### config.mk
export PLATFORM = sky130hd
export DESIGN_NAME = json_byte_tokenizer_flat
export DESIGN_NICKNAME = d
export VERILOG_FILES = /design/src/design/jbt_pkg.sv /design/src/design/jbt_if.sv /design/src/design/jbt_front.sv /design/src/design/jbt_queue.sv /design/src/design/jbt_back.sv /design/src/design/json_byte_tokenizer.sv /design/src/flat_wrapper.sv
export VERILOG_INCLUDE_DIRS = /design/src /design/src/design
export SDC_FILE = /design/constraint.sdc
export NUM_CORES = 1
export LEC_CHECK = 0
export BUFFER_PORTS_ARGS = -buffer_cell sky130_fd_sc_hd__buf_2
export CAP_MARGIN = 20
export CELL_PAD_IN_SITES_DETAIL_PLACEMENT = 1
export CELL_PAD_IN_SITES_GLOBAL_PLACEMENT = 2
export CORE_AREA = 2 2 131 133
export CTS_CLUSTER_SIZE = 28
export DETAILED_ROUTE_END_ITERATION = 12
export DIE_AREA = 0 0 133 135
export PLACE_DENSITY_LB_ADDON = 0.1
export SLEW_MARGIN = 15
export SYNTH_ARGS = -nofsm -noshare
export SYNTH_HDL_FRONTEND = slang
export SYNTH_SLANG_ARGS = --single-unit
### constraint.sdc
create_clock -name clk -period 2.7 [get_ports clk]
set_input_delay 0.135 -clock clk [delete_from_list [all_inputs] [get_ports clk]]
set_output_delay 0.135 -clock clk [all_outputs]
set_load 0.005 [all_outputs]
### src/design/json_byte_tokenizer_assert.svh
// Assertion macros used by the checks in the top level of this block.
`ifndef JSON_BYTE_TOKENIZER_ASSERT_SVH
`define JSON_BYTE_TOKENIZER_ASSERT_SVH

// The condition must hold in the same cycle as the trigger.
`define JBT_ASSERT_NOW(label, trig, cond, msg) \
    label: assert property (@(posedge clk) disable iff (!rst_n) (trig) |-> (cond)) \
        else $error(msg);

// The condition must hold in the cycle after the trigger.
`define JBT_ASSERT_NEXT(label, trig, cond, msg) \
    label: assert property (@(posedge clk) disable iff (!rst_n) (trig) |=> (cond)) \
        else $error(msg);

`endif

### src/design/jbt_pkg.sv
package jbt_pkg;

    // Token type codes.
    localparam logic [3:0] TT_EOF       = 4'd0;
    localparam logic [3:0] TT_OBJ_OPEN  = 4'd1;
    localparam logic [3:0] TT_OBJ_CLOSE = 4'd2;
    localparam logic [3:0] TT_ARR_OPEN  = 4'd3;
    localparam logic [3:0] TT_ARR_CLOSE = 4'd4;
    localparam logic [3:0] TT_COLON     = 4'd5;
    localparam logic [3:0] TT_STRING    = 4'd6;
    localparam logic [3:0] TT_COMMA     = 4'd7;
    localparam logic [3:0] TT_KEYWORD   = 4'd8;
    localparam logic [3:0] TT_NUMBER    = 4'd9;

    // Lexer mode codes.
    localparam logic [2:0] MODE_IDLE    = 3'd0;
    localparam logic [2:0] MODE_STR     = 3'd1;
    localparam logic [2:0] MODE_STR_ESC = 3'd2;
    localparam logic [2:0] MODE_NUM     = 3'd3;
    localparam logic [2:0] MODE_KEY     = 3'd4;
    localparam logic [2:0] MODE_FAIL    = 3'd5;

    // Command queue geometry.
    localparam int QUEUE_DEPTH = 4;
    localparam int QUEUE_AW    = $clog2(QUEUE_DEPTH);

    // One result word as it leaves the block.
    typedef struct packed {
        logic [3:0] token_type;
        logic       has_char;
        logic [7:0] char_value;
        logic       token_end;
        logic       error;
        logic       last;
    } res_t;

    // Work handed from the front end to the back end: one or two results.
    typedef struct packed {
        logic two;
        res_t first;
        res_t second;
    } cmd_t;

    // Front end status seen by the top level checks.
    typedef struct packed {
        logic [2:0] mode;
        logic       push;
    } front_stat_t;

endpackage

### src/design/jbt_if.sv
// Input channel: one text byte or an end-of-input mark per word.
interface jbt_in_if;
    logic       valid;
    logic       ready;
    logic       kind;
    logic [7:0] data_byte;

    modport source (output valid, output kind, output data_byte, input ready);
    modport sink (input valid, input kind, input data_byte, output ready);
endinterface

// Output channel: one token event per word.
interface jbt_out_if;
    logic       valid;
    logic       ready;
    logic [3:0] token_type;
    logic       has_char;
    logic [7:0] char_value;
    logic       token_end;
    logic       error;
    logic       last;

    modport source (output valid, output token_type, output has_char, output char_value,
                    output token_end, output error, output last, input ready);
    modport sink (input valid, input token_type, input has_char, input char_value,
                  input token_end, input error, input last, output ready);
endinterface

### src/design/jbt_front.sv
module jbt_front (
    input  logic                 clk,
    input  logic                 rst_n,
    jbt_in_if.sink               bytes,
    input  logic                 push_ready,
    output logic                 push_valid,
    output jbt_pkg::cmd_t        push_cmd,
    output jbt_pkg::front_stat_t stat
);
    import jbt_pkg::*;

    localparam logic [7:0] CH_LBRACE    = 8'h7B;
    localparam logic [7:0] CH_RBRACE    = 8'h7D;
    localparam logic [7:0] CH_LBRACKET  = 8'h5B;
    localparam logic [7:0] CH_RBRACKET  = 8'h5D;
    localparam logic [7:0] CH_COLON     = 8'h3A;
    localparam logic [7:0] CH_COMMA     = 8'h2C;
    localparam logic [7:0] CH_QUOTE     = 8'h22;
    localparam logic [7:0] CH_BACKSLASH = 8'h5C;

    typedef struct packed {
        logic       emit;
        res_t       res;
        logic [2:0] mode;
    } idle_t;

    logic [2:0] mode_reg;
    logic [2:0] mode_next;
    logic       accept;
    logic       eoi;
    logic [7:0] c;
    logic [1:0] n;
    res_t       r0;
    res_t       r1;
    idle_t      ib;

    // Build one result word; the character is zero unless it is carried.
    function automatic res_t mk(input logic [3:0] tt, input logic has, input logic [7:0] ch,
                                input logic fin, input logic err);
        res_t r;
        r.token_type = tt;
        r.has_char   = has;
        r.char_value = has ? ch : 8'd0;
        r.token_end  = fin;
        r.error      = err;
        r.last       = 1'b0;
        return r;
    endfunction

    function automatic logic is_ws(input logic [7:0] ch);
        return (ch == 8'd32) || (ch >= 8'd9 && ch <= 8'd13);
    endfunction

    function automatic logic is_digit(input logic [7:0] ch);
        return ch >= 8'd48 && ch <= 8'd57;
    endfunction

    function automatic logic is_alpha(input logic [7:0] ch);
        return (ch >= 8'd65 && ch <= 8'd90) || (ch >= 8'd97 && ch <= 8'd122);
    endfunction

    // Classify a byte seen between tokens.
    function automatic idle_t idle_step(input logic [7:0] ch);
        idle_t t;
        t.emit = 1'b1;
        t.mode = MODE_IDLE;
        t.res  = mk(TT_EOF, 1'b0, 8'd0, 1'b0, 1'b0);
        case (ch)
            CH_LBRACE:   t.res = mk(TT_OBJ_OPEN, 1'b0, 8'd0, 1'b1, 1'b0);
            CH_RBRACE:   t.res = mk(TT_OBJ_CLOSE, 1'b0, 8'd0, 1'b1, 1'b0);
            CH_LBRACKET: t.res = mk(TT_ARR_OPEN, 1'b0, 8'd0, 1'b1, 1'b0);
            CH_RBRACKET: t.res = mk(TT_ARR_CLOSE, 1'b0, 8'd0, 1'b1, 1'b0);
            CH_COLON:    t.res = mk(TT_COLON, 1'b0, 8'd0, 1'b1, 1'b0);
            CH_COMMA:    t.res = mk(TT_COMMA, 1'b0, 8'd0, 1'b1, 1'b0);
            CH_QUOTE:
            begin
                t.emit = 1'b0;
                t.mode = MODE_STR;
            end
            default:
            begin
                if (is_ws(ch))
                begin
                    t.emit = 1'b0;
                end
                else if (is_digit(ch))
                begin
                    t.mode = MODE_NUM;
                    t.res  = mk(TT_NUMBER, 1'b1, ch, 1'b0, 1'b0);
                end
                else if (is_alpha(ch))
                begin
                    t.mode = MODE_KEY;
                    t.res  = mk(TT_KEYWORD, 1'b1, ch, 1'b0, 1'b0);
                end
                else
                begin
                    t.mode = MODE_FAIL;
                    t.res  = mk(TT_EOF, 1'b0, 8'd0, 1'b0, 1'b1);
                end
            end
        endcase
        return t;
    endfunction

    // The front end takes a word whenever the queue has room.
    assign bytes.ready = push_ready;
    assign accept      = bytes.valid && push_ready;
    assign eoi         = bytes.kind;
    assign c           = bytes.data_byte;
    assign ib          = idle_step(c);

    // Mode update and result words for the current input word.
    always_comb
    begin
        mode_next = mode_reg;
        n         = 2'd0;
        r0        = mk(TT_EOF, 1'b0, 8'd0, 1'b0, 1'b0);
        r1        = mk(TT_EOF, 1'b0, 8'd0, 1'b0, 1'b0);
        unique case (mode_reg)
            MODE_IDLE:
            begin
                if (eoi)
                begin
                    r0 = mk(TT_EOF, 1'b0, 8'd0, 1'b1, 1'b0);
                    n  = 2'd1;
                end
                else
                begin
                    r0        = ib.res;
                    n         = {1'b0, ib.emit};
                    mode_next = ib.mode;
                end
            end
            MODE_STR, MODE_STR_ESC:
            begin
                if (eoi)
                begin
                    r0        = mk(TT_STRING, 1'b0, 8'd0, 1'b1, 1'b0);
                    r1        = mk(TT_EOF, 1'b0, 8'd0, 1'b1, 1'b0);
                    n         = 2'd2;
                    mode_next = MODE_IDLE;
                end
                else if (mode_reg == MODE_STR && c == CH_QUOTE)
                begin
                    r0        = mk(TT_STRING, 1'b0, 8'd0, 1'b1, 1'b0);
                    n         = 2'd1;
                    mode_next = MODE_IDLE;
                end
                else if (mode_reg == MODE_STR && c == CH_BACKSLASH)
                begin
                    mode_next = MODE_STR_ESC;
                end
                else
                begin
                    r0        = mk(TT_STRING, 1'b1, c, 1'b0, 1'b0);
                    n         = 2'd1;
                    mode_next = MODE_STR;
                end
            end
            MODE_NUM, MODE_KEY:
            begin
                if (!eoi && ((mode_reg == MODE_NUM) ? is_digit(c) : is_alpha(c)))
                begin
                    r0 = mk((mode_reg == MODE_NUM) ? TT_NUMBER : TT_KEYWORD,
                            1'b1, c, 1'b0, 1'b0);
                    n  = 2'd1;
                end
                else
                begin
                    // Close the run, then treat the byte as if between tokens.
                    r0 = mk((mode_reg == MODE_NUM) ? TT_NUMBER : TT_KEYWORD,
                            1'b0, 8'd0, 1'b1, 1'b0);
                    if (eoi)
                    begin
                        r1        = mk(TT_EOF, 1'b0, 8'd0, 1'b1, 1'b0);
                        n         = 2'd2;
                        mode_next = MODE_IDLE;
                    end
                    else
                    begin
                        r1        = ib.res;
                        n         = ib.emit ? 2'd2 : 2'd1;
                        mode_next = ib.mode;
                    end
                end
            end
            MODE_FAIL:
            begin
                mode_next = MODE_FAIL;
            end
            default:
            begin
                mode_next = MODE_FAIL;
            end
        endcase

        // Mark the final result of this word.
        if (n == 2'd2)
        begin
            r1.last = 1'b1;
        end
        else if (n == 2'd1)
        begin
            r0.last = 1'b1;
        end
    end

    assign push_valid      = accept && (n != 2'd0);
    assign push_cmd.two    = (n == 2'd2);
    assign push_cmd.first  = r0;
    assign push_cmd.second = r1;
    assign stat.mode       = mode_reg;
    assign stat.push       = push_valid;

    // Lexer mode register.
    always_ff @(posedge clk or negedge rst_n)
    begin
        if (!rst_n)
        begin
            mode_reg <= MODE_IDLE;
        end
        else if (accept)
        begin
            mode_reg <= mode_next;
        end
    end

endmodule

### src/design/jbt_queue.sv
module jbt_queue (
    input  logic          clk,
    input  logic          rst_n,
    input  logic          push_valid,
    input  jbt_pkg::cmd_t push_cmd,
    output logic          push_ready,
    output logic          head_valid,
    output jbt_pkg::cmd_t head_cmd,
    input  logic          pop
);
    import jbt_pkg::*;

    cmd_t                mem_reg [QUEUE_DEPTH];
    logic [QUEUE_AW-1:0] wr_ptr_reg;
    logic [QUEUE_AW-1:0] rd_ptr_reg;
    logic [QUEUE_AW:0]   count_reg;
    logic [QUEUE_AW:0]   count_next;
    logic                do_push;
    logic                do_pop;

    assign push_ready = (count_reg != (QUEUE_AW + 1)'(QUEUE_DEPTH));
    assign head_valid = (count_reg != '0);
    assign head_cmd   = mem_reg[rd_ptr_reg];
    assign do_push    = push_valid && push_ready;
    assign do_pop     = pop && head_valid;

    // Occupancy follows pushes and pops.
    always_comb
    begin
        count_next = count_reg;
        if (do_push && !do_pop)
        begin
            count_next = count_reg + 1'b1;
        end
        else if (do_pop && !do_push)
        begin
            count_next = count_reg - 1'b1;
        end
    end

    // Pointers and occupancy.
    always_ff @(posedge clk or negedge rst_n)
    begin
        if (!rst_n)
        begin
            wr_ptr_reg <= '0;
            rd_ptr_reg <= '0;
            count_reg  <= '0;
        end
        else
        begin
            count_reg <= count_next;
            if (do_push)
            begin
                wr_ptr_reg <= wr_ptr_reg + 1'b1;
            end
            if (do_pop)
            begin
                rd_ptr_reg <= rd_ptr_reg + 1'b1;
            end
        end
    end

    // Command storage.
    always_ff @(posedge clk)
    begin
        if (do_push)
        begin
            mem_reg[wr_ptr_reg] <= push_cmd;
        end
    end

endmodule

### src/design/jbt_back.sv
module jbt_back (
    input  logic          clk,
    input  logic          rst_n,
    input  logic          head_valid,
    input  jbt_pkg::cmd_t head_cmd,
    output logic          pop,
    jbt_out_if.source     tokens
);
    import jbt_pkg::*;

    logic out_valid_reg;
    logic out_valid_next;
    logic sel_reg;
    logic sel_next;
    res_t res_reg;
    res_t res_sel;
    logic load;

    // Load the output register when it is empty or being taken.
    assign load    = head_valid && (!out_valid_reg || tokens.ready);
    assign res_sel = sel_reg ? head_cmd.second : head_cmd.first;
    assign pop     = load && (sel_reg || !head_cmd.two);

    always_comb
    begin
        sel_next       = sel_reg;
        out_valid_next = out_valid_reg;
        if (load)
        begin
            sel_next       = head_cmd.two && !sel_reg;
            out_valid_next = 1'b1;
        end
        else if (tokens.ready)
        begin
            out_valid_next = 1'b0;
        end
    end

    // Control state.
    always_ff @(posedge clk or negedge rst_n)
    begin
        if (!rst_n)
        begin
            out_valid_reg <= 1'b0;
            sel_reg       <= 1'b0;
        end
        else
        begin
            out_valid_reg <= out_valid_next;
            sel_reg       <= sel_next;
        end
    end

    // Output payload.
    always_ff @(posedge clk)
    begin
        if (load)
        begin
            res_reg <= res_sel;
        end
    end

    assign tokens.valid      = out_valid_reg;
    assign tokens.token_type = res_reg.token_type;
    assign tokens.has_char   = res_reg.has_char;
    assign tokens.char_value = res_reg.char_value;
    assign tokens.token_end  = res_reg.token_end;
    assign tokens.error      = res_reg.error;
    assign tokens.last       = res_reg.last;

endmodule

### src/design/json_byte_tokenizer.sv
// JSON byte tokenizer.
// The bytes channel takes one word per cycle: a text byte (kind 0) or an
// end-of-input mark (kind 1). The tokens channel gives token events: single
// punctuation tokens, one word per character of a string, number or keyword
// followed by a closing word with token_end set, and EOF at end of input.
// The last flag marks the final word caused by an input word.
// With the queue and output register empty, a result is written into the command
// queue when its input word is taken, then into the output register, and is valid from there.
// Input words are taken at one per cycle. An input word that causes two results keeps
// the output stage busy for both of them; a four-entry command queue between the
// classifier and the output stage absorbs such bursts, and the bytes channel drops
// ready only when that queue is full.
// When the tokens receiver stalls, the output register holds its word and the
// queue fills, after which bytes.ready goes low.
// Reset clears the lexer mode to between tokens and empties the queue.
// After an error word the block gives no further words until reset.
module json_byte_tokenizer (
    input  logic       clk,
    input  logic       rst_n,
    jbt_in_if.sink     bytes,
    jbt_out_if.source  tokens
);
    import jbt_pkg::*;

    logic        push_valid;
    logic        push_ready;
    cmd_t        push_cmd;
    logic        head_valid;
    cmd_t        head_cmd;
    logic        pop;
    front_stat_t stat;

    // Classifier with the lexer mode.
    jbt_front u_front (
        .clk        (clk),
        .rst_n      (rst_n),
        .bytes      (bytes),
        .push_ready (push_ready),
        .push_valid (push_valid),
        .push_cmd   (push_cmd),
        .stat       (stat)
    );

    // Command queue between the two sides.
    jbt_queue u_queue (
        .clk        (clk),
        .rst_n      (rst_n),
        .push_valid (push_valid),
        .push_cmd   (push_cmd),
        .push_ready (push_ready),
        .head_valid (head_valid),
        .head_cmd   (head_cmd),
        .pop        (pop)
    );

    // Output stage.
    jbt_back u_back (
        .clk        (clk),
        .rst_n      (rst_n),
        .head_valid (head_valid),
        .head_cmd   (head_cmd),
        .pop        (pop),
        .tokens     (tokens)
    );

    // Checks.
`include "json_byte_tokenizer_assert.svh"

    `JBT_ASSERT_NOW(a_fail_silent, stat.mode == MODE_FAIL, !stat.push, "push while failed")
    `JBT_ASSERT_NOW(a_error_word, tokens.valid && tokens.error,
        tokens.last && !tokens.has_char && tokens.token_type == TT_EOF, "malformed error word")
    `JBT_ASSERT_NOW(a_char_zero, tokens.valid && !tokens.has_char,
        tokens.char_value == 8'd0, "stray character value")
    `JBT_ASSERT_NEXT(a_quiet_after_error, tokens.valid && tokens.ready && tokens.error,
        !tokens.valid, "word after error")

endmodule

### src/flat_wrapper.sv
// flat-port wrapper written by rule: the top's interface ports become plain ports
module json_byte_tokenizer_flat import jbt_pkg::*;
  (clk, rst_n, bytes_valid, bytes_kind, bytes_data_byte, bytes_ready, tokens_valid, tokens_token_type, tokens_has_char, tokens_char_value, tokens_token_end, tokens_error, tokens_last, tokens_ready);
  jbt_in_if bytes_i ();
  jbt_out_if tokens_i ();
  input  logic clk;
  input  logic rst_n;
  input wire logic [$bits(bytes_i.valid)-1:0] bytes_valid;
  input wire logic [$bits(bytes_i.kind)-1:0] bytes_kind;
  input wire logic [$bits(bytes_i.data_byte)-1:0] bytes_data_byte;
  output wire logic [$bits(bytes_i.ready)-1:0] bytes_ready;
  output wire logic [$bits(tokens_i.valid)-1:0] tokens_valid;
  output wire logic [$bits(tokens_i.token_type)-1:0] tokens_token_type;
  output wire logic [$bits(tokens_i.has_char)-1:0] tokens_has_char;
  output wire logic [$bits(tokens_i.char_value)-1:0] tokens_char_value;
  output wire logic [$bits(tokens_i.token_end)-1:0] tokens_token_end;
  output wire logic [$bits(tokens_i.error)-1:0] tokens_error;
  output wire logic [$bits(tokens_i.last)-1:0] tokens_last;
  input wire logic [$bits(tokens_i.ready)-1:0] tokens_ready;
  assign bytes_i.valid = bytes_valid;
  assign bytes_i.kind = bytes_kind;
  assign bytes_i.data_byte = bytes_data_byte;
  assign bytes_ready = bytes_i.ready;
  assign tokens_valid = tokens_i.valid;
  assign tokens_token_type = tokens_i.token_type;
  assign tokens_has_char = tokens_i.has_char;
  assign tokens_char_value = tokens_i.char_value;
  assign tokens_token_end = tokens_i.token_end;
  assign tokens_error = tokens_i.error;
  assign tokens_last = tokens_i.last;
  assign tokens_i.ready = tokens_ready;
  json_byte_tokenizer u_core (.clk(clk), .rst_n(rst_n), .bytes(bytes_i), .tokens(tokens_i));
endmodule
# Word-level counts from Yosys, hierarchy flattened

Memories as Yosys holds them, arrays and structs flattened.
Cells that the tools add are included.

Bits in registers: 28
RAM bits: 132
Bits of input ports: 13
Output and inout port bits: 18
Logic and storage cells: 121
Memories kept: 1

Memory list:

| memory                 | depth | width | rd ports | clocked after Yosys merged registers in | write ports | line            | source |
|---|---|---|---|---|---|---|---|
| u_core.u_queue.mem_reg | 4     | 33    | 1        | 0                                       | 1           | jbt_queue.sv:13 | `cmd_t mem_reg [QUEUE_DEPTH];` |

Add/subtract/negate cells: 4
Magnitude comparators: 8
Equal/unequal tests: 18
Mux-type cells: 43
Reductions and logical operators: 35

Operators with widths:

| kind                                                           | number |
|---|---|
| one-hot mux 16 bit (7 select lines)                            | 1 |
| 2-to-1 mux 19 bit                                              | 3 |
| 2-to-1 mux 16 bit                                              | 3 |
| one-hot mux 16 bit (3 select lines)                            | 1 |
| 2-to-1 mux 15 bit                                              | 3 |
| equality test 8 x 7 -> 1 bit, second input constant            | 5 |
| equality test 8 x 6 -> 1 bit, second input constant            | 4 |
| one-hot mux 16 bit (2 select lines)                            | 1 |
| 2-to-1 mux 3 bit                                               | 6 |
| >= comparator 8 x 7 -> 1 bit, second input constant            | 2 |
| less-or-equal comparator 8 x 7 -> 1 bit, second input constant | 2 |
| logical AND 1 bit                                              | 16 |
| 2-to-1 mux 2 bit                                               | 7 |
| 2-to-1 mux 1 bit                                               | 13 |
| 2-to-1 mux 12 bit                                              | 1 |
| one-hot mux 3 bit (3 select lines)                             | 1 |
| >= comparator 8 x 4 -> 1 bit, second input constant            | 1 |
| >= comparator 8 x 6 -> 1 bit, second input constant            | 1 |
| less-or-equal comparator 8 x 4 -> 1 bit, second input constant | 1 |
| less-or-equal comparator 8 x 6 -> 1 bit, second input constant | 1 |
| equality test 3 x 2 -> 1 bit, second input constant            | 2 |
| logical NOT 1 bit                                              | 6 |
| one-hot mux 2 bit (3 select lines)                             | 1 |
| one-hot mux 3 bit (2 select lines)                             | 1 |
| 17 further kinds                                               | 25 |

# Depth between registers and ports, before layout

Gate-level depths: netlist (run 1).

Depth after elaboration: 16
Mapped depth: 12
Depth with buffers taken out: 11

# By module

A second synthesis (run 1) with hierarchy kept.

Cells, all modules: 412
Area total of the unflattened synthesis: 7140.6 µm²

Modules (own cells, without submodules):

| module    | instances | cells each | area an instance (µm²) | sequential area each (µm²) |
|---|---|---|---|---|
| jbt_queue | 1         | 208        | 5228.8                 | 4139.0 |
| jbt_front | 1         | 161        | 1094.8                 | 75.1 |
| jbt_back  | 1         | 43         | 817.0                  | 530.5 |

# Worst setup path before layout (run 1)

No wires, ideal clock.

Kind: register to register
From: register u_core.u_queue.count_reg[0]
To: register u_core.u_queue.count_reg[1]
Setup time: 0.125 ns
Data arrival time: 2.778 ns
Data required time: 2.575 ns
Slack: -0.203 ns
Stages on the path, launching flop included: 9
Path buffers: 0
Clock period less this slack: 2.903 ns
Cells stage by stage: dfrtp_1 > nor3_1 > a21oi_1 > a21boi_0 > inv_1 > ha_1 > inv_1 > fa_1 > mux2_2

Word-level cells in the longest chain between the ends: 7
Elaborated cells on any way between the ends: 17
Classes of those cells: add/sub: 2; eq/ne: 1; mux: 2; reduce/logical: 12

RTL lines:

| element                          | line            | source |
|---|---|---|
| from (decl)                      | jbt_queue.sv:16 | `logic [QUEUE_AW:0] count_reg;` |
| from (signal assigned)           | jbt_queue.sv:52 | `count_reg <= count_next;` |
| nonzero test 3 bit               | jbt_queue.sv:22 | `assign head_valid = (count_reg != '0);` |
| logical AND 1 bit                | jbt_back.sv:20  | `assign load = head_valid && (!out_valid_reg \|\| tokens.ready);` |
| via u_core.u_back.load           | jbt_back.sv:17  | `logic load;` |
| logical AND 1 bit                | jbt_back.sv:22  | `assign pop = load && (sel_reg \|\| !head_cmd.two);` |
| logical AND 1 bit                | jbt_queue.sv:25 | `assign do_pop = pop && head_valid;` |
| logical NOT 1 bit                | jbt_queue.sv:31 | `if (do_push && !do_pop)` |
| logical AND 1 bit                | jbt_queue.sv:31 |  |
| 2-to-1 mux 3 bit                 | jbt_queue.sv:31 |  |
| via u_core.u_queue.count_next[1] | jbt_queue.sv:17 | `logic [QUEUE_AW:0] count_next;` |

The timed path passes the listed nets, and every way through them passes these cells. The select of a mux whose other input is x is not followed.
A chain may end at the register's enable or synchronous reset.

# Final worst setup path (run 1)

From: register u_core.u_front.mode_reg[0]
To: register u_core.u_queue.count_reg[2]

Word-level cells in the longest chain between the ends: 12
Elaborated cells on any way between the ends: 24
Classes of those cells: eq/ne: 4; mux: 7; reduce/logical: 13

RTL lines:

| element                              | line                                                 | source |
|---|---|---|
| from (decl)                          | jbt_front.sv:27                                      | `logic [2:0] mode_reg;` |
| from (signal assigned)               | jbt_front.sv:225                                     | `mode_reg <= mode_next;` |
| equality test 3 x 1 -> 1 bit         | jbt_front.sv:120, jbt_front.sv:144, jbt_front.sv:150 |  |
| logical AND 1 bit                    | jbt_front.sv:150                                     | `else if (mode_reg == MODE_STR && c == CH_BACKSLASH)` |
| 2-to-1 mux 1 bit                     | jbt_front.sv:150                                     |  |
| 2-to-1 mux 1 bit                     | jbt_front.sv:144                                     | `else if (mode_reg == MODE_STR && c == CH_QUOTE)` |
| 2-to-1 mux 2 bit                     | jbt_front.sv:137                                     | `if (eoi)` |
| one-hot mux 2 bit (3 select lines) * | jbt_front.sv:120                                     | `unique case (mode_reg)` |
| nonzero test 2 bit *                 | jbt_front.sv:209                                     | `assign push_valid = accept && (n != 2'd0);` |
| logical AND 1 bit *                  | jbt_front.sv:209                                     |  |
| logical AND 1 bit *                  | jbt_queue.sv:24                                      | `assign do_push = push_valid && push_ready;` |
| via u_core.u_queue.do_push           | jbt_queue.sv:18                                      | `logic do_push;` |
| logical NOT 1 bit                    | jbt_queue.sv:35                                      | `else if (do_pop && !do_push)` |
| logical AND 1 bit                    | jbt_queue.sv:35                                      |  |
| nonzero test 2 bit (no source line)  | -                                                    |  |

The timed path passes the listed nets; every way through them passes the cells marked *.

==> results.py, run 1 <==
metrics = {
    "synthesis": {
        "synth_seq_cells": 152,
        "synth.top_cell.area_share_pct": 62.93,
        "synth_area_per_cell_um2": 15.64,
        "ys_seq_area_share_pct": 67.43,
        "syn_area_um2": 6680,
        "ys_warn_count": 0,
        "synthTopCellsByArea": "edfxtp_1 63%, mux4_2 10%, dfrtp_1 4.5%, nand2_1 3.6%, and2_1 1.8%",
        "synth.distinct_cells": 63,
        "synth_top_cell_by_area": "edfxtp_1",
        "synthCells": 427,
        "async_reset_ff_share_pct": 7.895,
        "synthFlopType": "edfxtp_1",
        "synth_edf_count": 140,
    },
    "cells_and_area": {
        "fill_cells": 1621,
        "syn2layout_area_growth_pct": 17.92,
        "final_cell_area_um2": 7878,
        "fin_util_pct": 48.01,
        "fin_nets": 509,
        "largest_reg_flops": 124,
        "layout-drive-gt1-share_pct": 28.83,
        "antenna_cells": 0,
    },
    "floorplan": {
        "die-area_um2": 17960,
        "die_height_um": 135,
        "start_util_pct": 40.72,
        "rows": 47,
        "core_area_um2": 16410,
        "die_w_um": 133,
        "pin_count": 31,
    },
    "pwr": {
        "powerDensity_nw_per_um2": 798.2,
        "p_total_uw": 6288,
        "p_leak_uw": 0.002949,
        "max-vdd-ir-drop_v": 0.0004985,
    },
    "global_routing": {
        "grt_max_degree": 33,
        "grt_pass1_wl_um": 23450,
        "grt_pass1_vias": 4109,
        "grt_usage_pct": 18.00,
        "antenna_found_initial": 0,
        "grt_overflow": 0,
    },
    "hold_path": {
        "hp-class": "input port to asynchronous set/reset pin",
    },
    "timing": {
        "maxSlewHeadroom_pct": 55.11,
        "timing.final.crit_share_pct": 95.52,
        "skew_ns": 0.006478,
        "finalHoldViolCount": 0,
        "setup_viol": 0,
        "slew_violations": 0,
        "post-route-min-period_ns": 2.579,
        "max_freq_mhz": 387.7,
        "worstMarginPinSlew_ns": 0.6733,
        "tns_ns": 0,
    },
    "setup_path": {
        "critPathCaptureType": "register",
        "worstSetupPathType": "register to register",
        "start_kind": "register",
        "worstPathRequired_ns": 3.04,
        "critical_path_arrival_ns": 2.92,
        "worstPathMaxFanout": 5,
    },
    "clocking": {
        "clkLatencyLatePin_ns": 0.42,
        "cts_buffers": 17,
        "clk_pin_slew_worst_paths_ns": 0.06,
        "cts_root_buf": "clkbuf_16",
        "cts_tree": "built",
        "cts.sinks": 152,
        "cts_buffer_depth": 2,
        "h-tree-depth": 4,
    },
    "route": {
        "wl_per_cell_um": 20.87,
        "drc_errors": 0,
        "antenna_left": 0,
        "num_vias": 3831,
        "drt_iter0_markers": 187,
        "dr.pass1.iters": 4,
        "avgViaCountPerCell": 5.299,
        "wl_um": 15090,
    },
    "placement": {
        "hpwl_um": 9436,
        "dpl_cell_area_um2": 7307,
        "gp_congestion": 0.8496,
        "numPortBuffers": 30,
    },
    "run_status": {
        "status": "complete, no violations",
    },
    "job": {
        "cap_violations": 0,
    },
}
-- power by group --
group          switching, µW  internal [µW]
Sequential              74.1           2750
Clock                    894           1260
Combinational            758            551
Total                   1730           4560
-- cells in the final DEF (no fill, tap or decap), types with 4 or more instances in the layout --
master and n:
clkinvlp_4 4, dfrtp_1 11, buf_12 4, edfxtp_1 140, o21ai_0 11, conb_1 4
nand3_1 4, nor2b_1 4, inv_1 11, and2_2 4, a21oi_1 13, o21ai_1 4
clkbuf_1 4, nand2_1 64, buf_4 29, ha_1 4, xnor2_1 4, xor2_1 4
clkbuf_16 17, buf_2 30, mux4_2 31, and2_1 15, nor2_1 15, and3_1 7
-- worst paths after layout --
kind / end / startpoint / depth (start not counted) / slack, ns
worst max-delay path: u_core.u_queue.count_reg[2] / u_core.u_front.mode_reg[0] / 11 / 0.12
worst min-delay path: u_core.u_back.tokens.valid / rst_n / 2 / 0.18
worst max register to register: u_core.u_queue.count_reg[2] / u_core.u_front.mode_reg[0] / 11 / 0.12
worst min register to register: u_core.u_queue.count_reg[2] / u_core.u_queue.count_reg[2] / 1 / 0.50
max in group asynchronous: u_core.u_queue.rd_ptr_reg[0] / rst_n / 2 / 2.27
min in group clk: u_core.u_queue.mem_reg[1][9] / bytes_data_byte[6] / 2 / 0.26
-- cell type report --
class / count / area (µm²) / share of cell area [%]
timing repair buffer: 65 / 467.9 / 5.940
sequential: 152 / 4506 / 57.19
multi-input combinational: 242 / 2043 / 25.94
inverter: 12 / 45.04 / 0.5718
clock buffer: 21 / 440.4 / 5.591
tap: 220 / 275.3 / 3.494
clock inverter: 11 / 100.1 / 1.271
-- cell families (layout without fill, tap and decap cells) --
| family | after synthesis | in the layout | share of synthesized area, % |
|---|---|---|---|
| compound gates | 58 | 58 | 6.930 |
| flops | 152 | 152 | 67.43 |
| mux | 34 | 34 | 11.01 |
| fa+ha+maj | 6 | 6 | 1.236 |
| xor+xnor | 8 | 8 | 1.049 |
| other cells | 1 | 4 | 0.05614 |
| buf+inv | 36 | 109 | 2.360 |
| simple gates | 132 | 132 | 9.927 |
-- layer usage --
layer	global-route usage, %	vias up	routed length (µm)
li1	-	1758	-
met1	22.78	1993	6663
met2	30.74	59	7712
met3	3.716	21	441
met4	6.750	0	270
met5	0	-	0
-- worst max-delay path: stages, from the launching register on --
cell,delay (ns)
dfrtp_1,0.38
or3b_4,0.44
o22a_1,0.22
o221ai_4,0.08
o21ai_2,0.11
a31oi_4,0.20
ha_2,0.21
inv_1,0.05
fa_1,0.37
xor2_1,0.17
nor2_1,0.11
xor2_1,0.16
-- stage by stage --
step,hold WS [ns],cells,setup slack [ns]
after CTS,0.1461,722,0.06379
after detailed placement,0.05048,688,-0.02382
after floorplan,-0.1606,430,0.03348
after global placement,0.03686,688,0.04189
after global routing,0.2159,723,-0.004807
final,0.1757,723,0.1208
-- Yosys cell counts, types with 2 or more instances --
| cell | number |
|---|---|
| a21boi_0 | 2 |
| a21oi_1 | 14 |
| a32oi_1 | 2 |
| and2_1 | 19 |
| and3_1 | 7 |
| and4_1 | 2 |
| buf_1 | 2 |
| buf_2 | 6 |
| buf_6 | 2 |
| clkbuf_1 | 14 |
| dfrtp_1 | 12 |
| edfxtp_1 | 140 |
| ha_1 | 5 |
| inv_1 | 11 |
| mux2_2 | 2 |
| mux4_2 | 31 |
| nand2_1 | 64 |
| nand3_1 | 4 |
| nand4_1 | 2 |
| nor2_1 | 15 |
| nor2b_1 | 4 |
| nor3_1 | 2 |
| nor3b_1 | 2 |
| nor4b_1 | 2 |
| o211ai_1 | 2 |
| o21a_1 | 2 |
| o21ai_0 | 11 |
| o21ai_1 | 4 |
| o32a_1 | 2 |
| xnor2_1 | 4 |
| xor2_1 | 4 |
-- repair_timing --
action | 4_1_cts | 5_1_grt
hold endpoints to repair | 13 | 0
hold buffers | 2 | 0
buffers inserted | 0 | 1
endpoints found under the setup margin | 0 | 2
gates resized for setup | 0 | 1
Note: power is estimated with default switching activity, not from simulation.
==> run 2, diff against run 1 <==
CORE_AREA = 2 2 134 136   (was 2 2 131 133)
DIE_AREA = 0 0 136 138   (was 0 0 133 135)
SYNTH_HIERARCHICAL = 1   (was default)
==> results.py, run 2 <==
metrics = {
    "job": {
        "cap_violations": 0,
    },
    "placement": {
        "pre_cts_ws_ns": -0.2500,
        "numPortBuffers": 30,
        "numPlacedInstances": 711,
        "gp_congestion": 0.8337,
        "hpwl_um": 9833,
    },
    "pwr": {
        "p_int_uw": 6390,
        "p_seq_share_pct": 40.4,
        "clock_power_share_pct": 25.4,
        "powerDensity_nw_per_um2": 1050,
        "p_total_uw": 9077,
        "comb_power_share_pct": 34.1,
        "swShare_pct": 29.60,
        "max-vdd-ir-drop_v": 0.0006052,
        "power.switching_uw": 2686,
        "p_leak_uw": 0.003194,
    },
    "floorplan": {
        "core_area_um2": 17530,
        "pin_count": 31,
        "die_w_um": 136,
        "start_util_pct": 40.68,
        "die-area_um2": 18770,
        "rows": 49,
        "die_height_um": 138,
    },
    "timing": {
        "finalHoldViolCount": 0,
        "slew_violations": 0,
        "timing.final.crit_share_pct": 98.88,
        "setup_viol": 0,
        "fin_ws_ns": 0.03034,
        "worstMarginPinSlew_ns": 0.8986,
        "tns_ns": 0,
        "post-route-min-period_ns": 2.670,
        "max_freq_mhz": 374.6,
        "skew_ns": 0.01047,
        "maxSlewHeadroom_pct": 39.33,
        "rsz0062_at_grt": "true",
    },
    "clocking": {
        "clk_pin_slew_worst_paths_ns": 0.06,
        "cts_buffer_depth": 2,
        "cts_buffers": 17,
        "cts_tree": "built",
        "cts.sinks": 160,
        "h-tree-depth": 4,
        "clkLatencyLatePin_ns": 0.42,
        "cts_root_buf": "clkbuf_16",
    },
    "setup_path": {
        "ff2ff_path_depth": 10,
        "worst_path_max_delay_cell": "dfrtp_2",
        "start_kind": "register",
        "worstSetupPathType": "register to register",
        "critical_path_arrival_ns": 2.98,
        "cp-startpoint": "u_core/u_front/mode_reg[1]",
        "worstPathMaxFanout": 4,
        "worstPathRequired_ns": 3.01,
        "critPathCaptureType": "register",
        "worstReg2RegStart": "u_core/u_front/mode_reg[1]",
        "worstPathCellList": "buf_6 > or3_4 > and3_1 > a211oi_2 > a31oi_1 > a21boi_4 > ha_2 > inv_2 > fa_2 > mux2_2",
        "cp_slowest_stage_delay_ns": 0.44,
    },
    "synthesis": {
        "synthCells": 411,
        "syn_nets": 430,
        "synth_area_per_cell_um2": 17.36,
        "ys_warn_count": 6,
        "syn_area_um2": 7133,
    },
    "cells_and_area": {
        "fill_cells": 1715,
        "antenna_cells": 0,
        "final_cell_mix": "148 x edfxtp_1, 65 x buf_4, 30 x buf_2",
        "seq_area_um2": 4747,
        "fin_nets": 527,
        "layout-drive-gt1-share_pct": 40.31,
        "fin_util_pct": 49.32,
        "multi_input_area_um2": 2221,
        "syn2layout_area_growth_pct": 21.22,
        "layout.cells.non_filler": 750,
        "largest_reg_flops": 132,
        "final_common_cell": "edfxtp_1",
    },
    "global_routing": {
        "antenna_found_initial": 0,
        "grt_usage_pct": 17.50,
        "grt_max_degree": 35,
        "grt_pass1_wl_um": 24320,
        "grt_overflow": 0,
        "grt_pass1_vias": 4296,
    },
    "route": {
        "avgViaCountPerCell": 5.179,
        "drt_iter0_markers": 187,
        "num_vias": 3884,
        "dr.pass1.iters": 4,
        "wl_um": 15180,
        "wl_per_cell_um": 20.24,
        "antenna_left": 0,
        "drc_errors": 0,
    },
    "hold_path": {
        "hp-class": "input port to asynchronous set/reset pin",
    },
    "run_status": {
        "status": "complete, no violations",
    },
}
## run 2: worst max-delay path, delay by kind of cell, from the launching register on
family,cells,cell delay (ns)
muxes,1,0.26
AOI/OAI and AO/OA,3,0.50
buffers and inverters,2,0.20
DFF,1,0.44
adders and majority gates,2,0.62
and+or+nand+nor,2,0.54
## run 2: metrics by stage
step	cell area (µm²)	hold WS, ns
2_1_floorplan	7153	-0.1606
3_3_place_gp	7955	0.03507
3_5_place_dp	7955	0.03851
4_1_cts	8571	0.1217
5_1_grt	8647	0.1605
6_report	8647	0.1365
## run 2: per-layer routing
layer	global-route usage [%]	vias to the layer above	wire, µm
met2	28.11	52	7310
met5	0	-	0
met4	5.263	0	218
met3	3.777	19	348
li1	-	1821	-
met1	24.00	1992	7305
## run 2: area by class of cell
cell class / count / share of cell area, %
well taps: 229 / 3.314
clock inverters: 14 / 1.621
flip-flops and latches: 160 / 54.90
repair buffers: 105 / 9.261
multi-input cells: 218 / 25.68
clock buffers: 18 / 4.963
inverters: 6 / 0.2605
## run 2: power groups by stage
stage	Combinational, µW	Clock [µW]	Sequential [µW]
floorplan	2080	0	3670
global placement	3010	0	3690
detailed placement	3060	0	3720
CTS	3080	2370	3680
global route	3410	2440	3730
finish	3100	2310	3670
## run 2: path summary, 6_finish.rpt
kind / to / slack [ns]
worst min-delay path: u_core/u_queue/rd_ptr_reg[1] / 0.14
worst max register to register: u_core/u_queue/count_reg[1] / 0.03
worst max-delay path: u_core/u_queue/count_reg[1] / 0.03
worst min register to register: u_core/u_back/tokens.valid / 0.54
max in group asynchronous: u_core/u_front/mode_reg[1] / 2.32
min in group clk: u_core/u_front/mode_reg[2] / 0.15
## run 2: repair_timing
action	in CTS	in global routing
hold buffers	2	0
buffers inserted	0	5
endpoints found under the setup margin	2	2
endpoints found under the hold margin	13	0
resized for setup	6	11
pin swaps	0	9
==> run 3, diff against run 2 <==
CORE_AREA = 2 2 131 133   (was 2 2 134 136)
CTS_BUF_LIST = sky130_fd_sc_hd__clkbuf_4   (was default)
DIE_AREA = 0 0 133 135   (was 0 0 136 138)
==> results.py, run 3 (synthesized netlist as in run 2, its figures left out) <==
metrics = {
    "route": {
        "wl_um": 15250,
        "wl_per_cell_um": 20.49,
        "dr.pass1.iters": 4,
        "drt_iter0_markers": 199,
        "avgViaCountPerCell": 5.293,
        "drc_errors": 0,
        "num_vias": 3938,
        "antenna_left": 0,
    },
    "global_routing": {
        "grt_max_degree": 35,
        "grt_pass1_vias": 4307,
        "grt_usage_pct": 18.15,
        "grt_pass1_wl_um": 24250,
        "antenna_found_initial": 1,
        "grt_overflow": 0,
    },
    "placement": {
        "hpwl_um": 10120,
        "numPlacedInstances": 701,
        "numPortBuffers": 30,
        "gp_congestion": 0.7839,
    },
    "cells_and_area": {
        "fin_nets": 529,
        "layout-drive-gt1-share_pct": 40.92,
        "syn2layout_area_growth_pct": 17.21,
        "final_common_cell": "edfxtp_1",
        "fin_util_pct": 50.96,
        "largest_reg_flops": 132,
        "layout.cells.non_filler": 744,
        "final_cell_mix": "148 x edfxtp_1, 66 x buf_4, 30 x buf_2",
    },
    "clocking": {
        "cts_root_buf": "clkbuf_4",
        "clk_pin_slew_worst_paths_ns": 0.15,
        "cts.sinks": 160,
        "cts_buffers": 17,
        "clkLatencyLatePin_ns": 0.53,
        "cts_buffer_depth": 2,
        "cts_tree": "built",
        "h-tree-depth": 4,
    },
    "run_status": {
        "status": "finished with violations",
        "failed_checks": "setup timing",
    },
    "timing": {
        "tns_ns": -0.05332,
        "finalHoldViolCount": 0,
        "max_freq_mhz": 363.2,
        "worstMarginPinSlew_ns": 0.8451,
        "skew_ns": 0.02897,
        "setup_viol": 1,
        "rsz0062_at_grt": "true",
        "maxSlewHeadroom_pct": 43.60,
        "fin_ws_ns": -0.05332,
        "post-route-min-period_ns": 2.753,
        "hold_ws_ns": 0.1855,
        "timing.final.crit_share_pct": 102.0,
        "slew_violations": 0,
    },
    "floorplan": {
        "die-area_um2": 17960,
        "start_util_pct": 43.48,
        "die_w_um": 133,
        "rows": 47,
        "die_height_um": 135,
        "core_area_um2": 16410,
        "pin_count": 31,
    },
    "setup_path": {
        "critical_path_arrival_ns": 3.19,
        "worstPathRequired_ns": 3.13,
        "start_kind": "register",
        "worstSetupPathType": "register to register",
        "worstPathMaxFanout": 6,
        "critPathCaptureType": "register",
    },
    "pwr": {
        "p_leak_uw": 0.003070,
        "max-vdd-ir-drop_v": 0.0004963,
        "powerDensity_nw_per_um2": 976.3,
    },
    "hold_path": {
        "hp-class": "input port to register",
    },
    "job": {
        "cap_violations": 0,
    },
}
run 3: worst paths after layout:
check / start / end / slack [ns] / cells after the start
worst min-delay path: bytes_data_byte[5] / u_core/u_queue/mem_reg[2][8] / 0.19 / 3
max in group asynchronous: rst_n / u_core/u_queue/rd_ptr_reg[0] / 1.59 / 3
min in group asynchronous: rst_n / u_core/u_queue/wr_ptr_reg[0] / 0.68 / 3
worst min register to register: u_core/u_back/tokens.valid / u_core/u_back/tokens.valid / 0.57 / 2
worst max register to register: u_core/u_front/mode_reg[0] / u_core/u_queue/count_reg[1] / -0.05 / 10
worst max-delay path: u_core/u_front/mode_reg[0] / u_core/u_queue/count_reg[1] / -0.05 / 10
run 3: per-stage QoR:
| stage | power [µW] | area, µm² | setup slack (ns) |
|---|---|---|---|
| after floorplan | 5747 | 7153 | 0.01057 |
| after global placement | 6656 | 7924 | -0.1732 |
| after detailed placement | 6745 | 7924 | -0.2138 |
| after CTS | 8161 | 8260 | -0.004824 |
| after global routing | 8649 | 8361 | -0.1350 |
| final | 8163 | 8361 | -0.05332 |
run 3: per-layer routing:
metal | part of all wire, % | wire [µm] | vias to the layer above | GRT usage, %
met3 | 3.1 | 472 | 12 | 3.491
met1 | 46 | 7021 | 2046 | 23.68
met4 | 1.1 | 170 | 0 | 4.779
met5 | 0 | 0 | - | 0
met2 | 50 | 7582 | 59 | 31.43
li1 | - | - | 1821 | -
run 3: report_power, final:
part,leakage (µW),switching (µW),internal [µW]
registers,0.00161,193,3480
logic,0.00132,1550,1550
clock network,0.000149,824,573
total,0.00307,2570,5600
run 3: final cells by class:
class	instances	area [µm²]
antenna	1	2.502
clock buffer	19	142.6
clock inverter	13	136.4
fill	1584	8046
inverter	6	22.52
multi-input combinational	218	2225
sequential	160	4748
tap	220	275.3
timing repair buffer	107	808.3
run 3: critical path: stages, from the launching register on:
cell and delay [ns]:
dfrtp_2 0.49, buf_6 0.14, or3_4 0.36, and3_4 0.19
a211oi_4 0.24, a31oi_1 0.12, a21boi_4 0.15, ha_2 0.20
inv_2 0.06, fa_2 0.44, mux2_4 0.28
run 3: repair_timing:
| action | in CTS | in global routing |
|---|---|---|
| pin swaps | 2 | 7 |
| gates resized for setup | 6 | 12 |
| hold buffers | 4 | 0 |
| hold endpoints to repair | 15 | 0 |
| gates cloned | 0 | 0 |
| setup buffers | 0 | 6 |
| setup endpoints to repair | 2 | 2 |
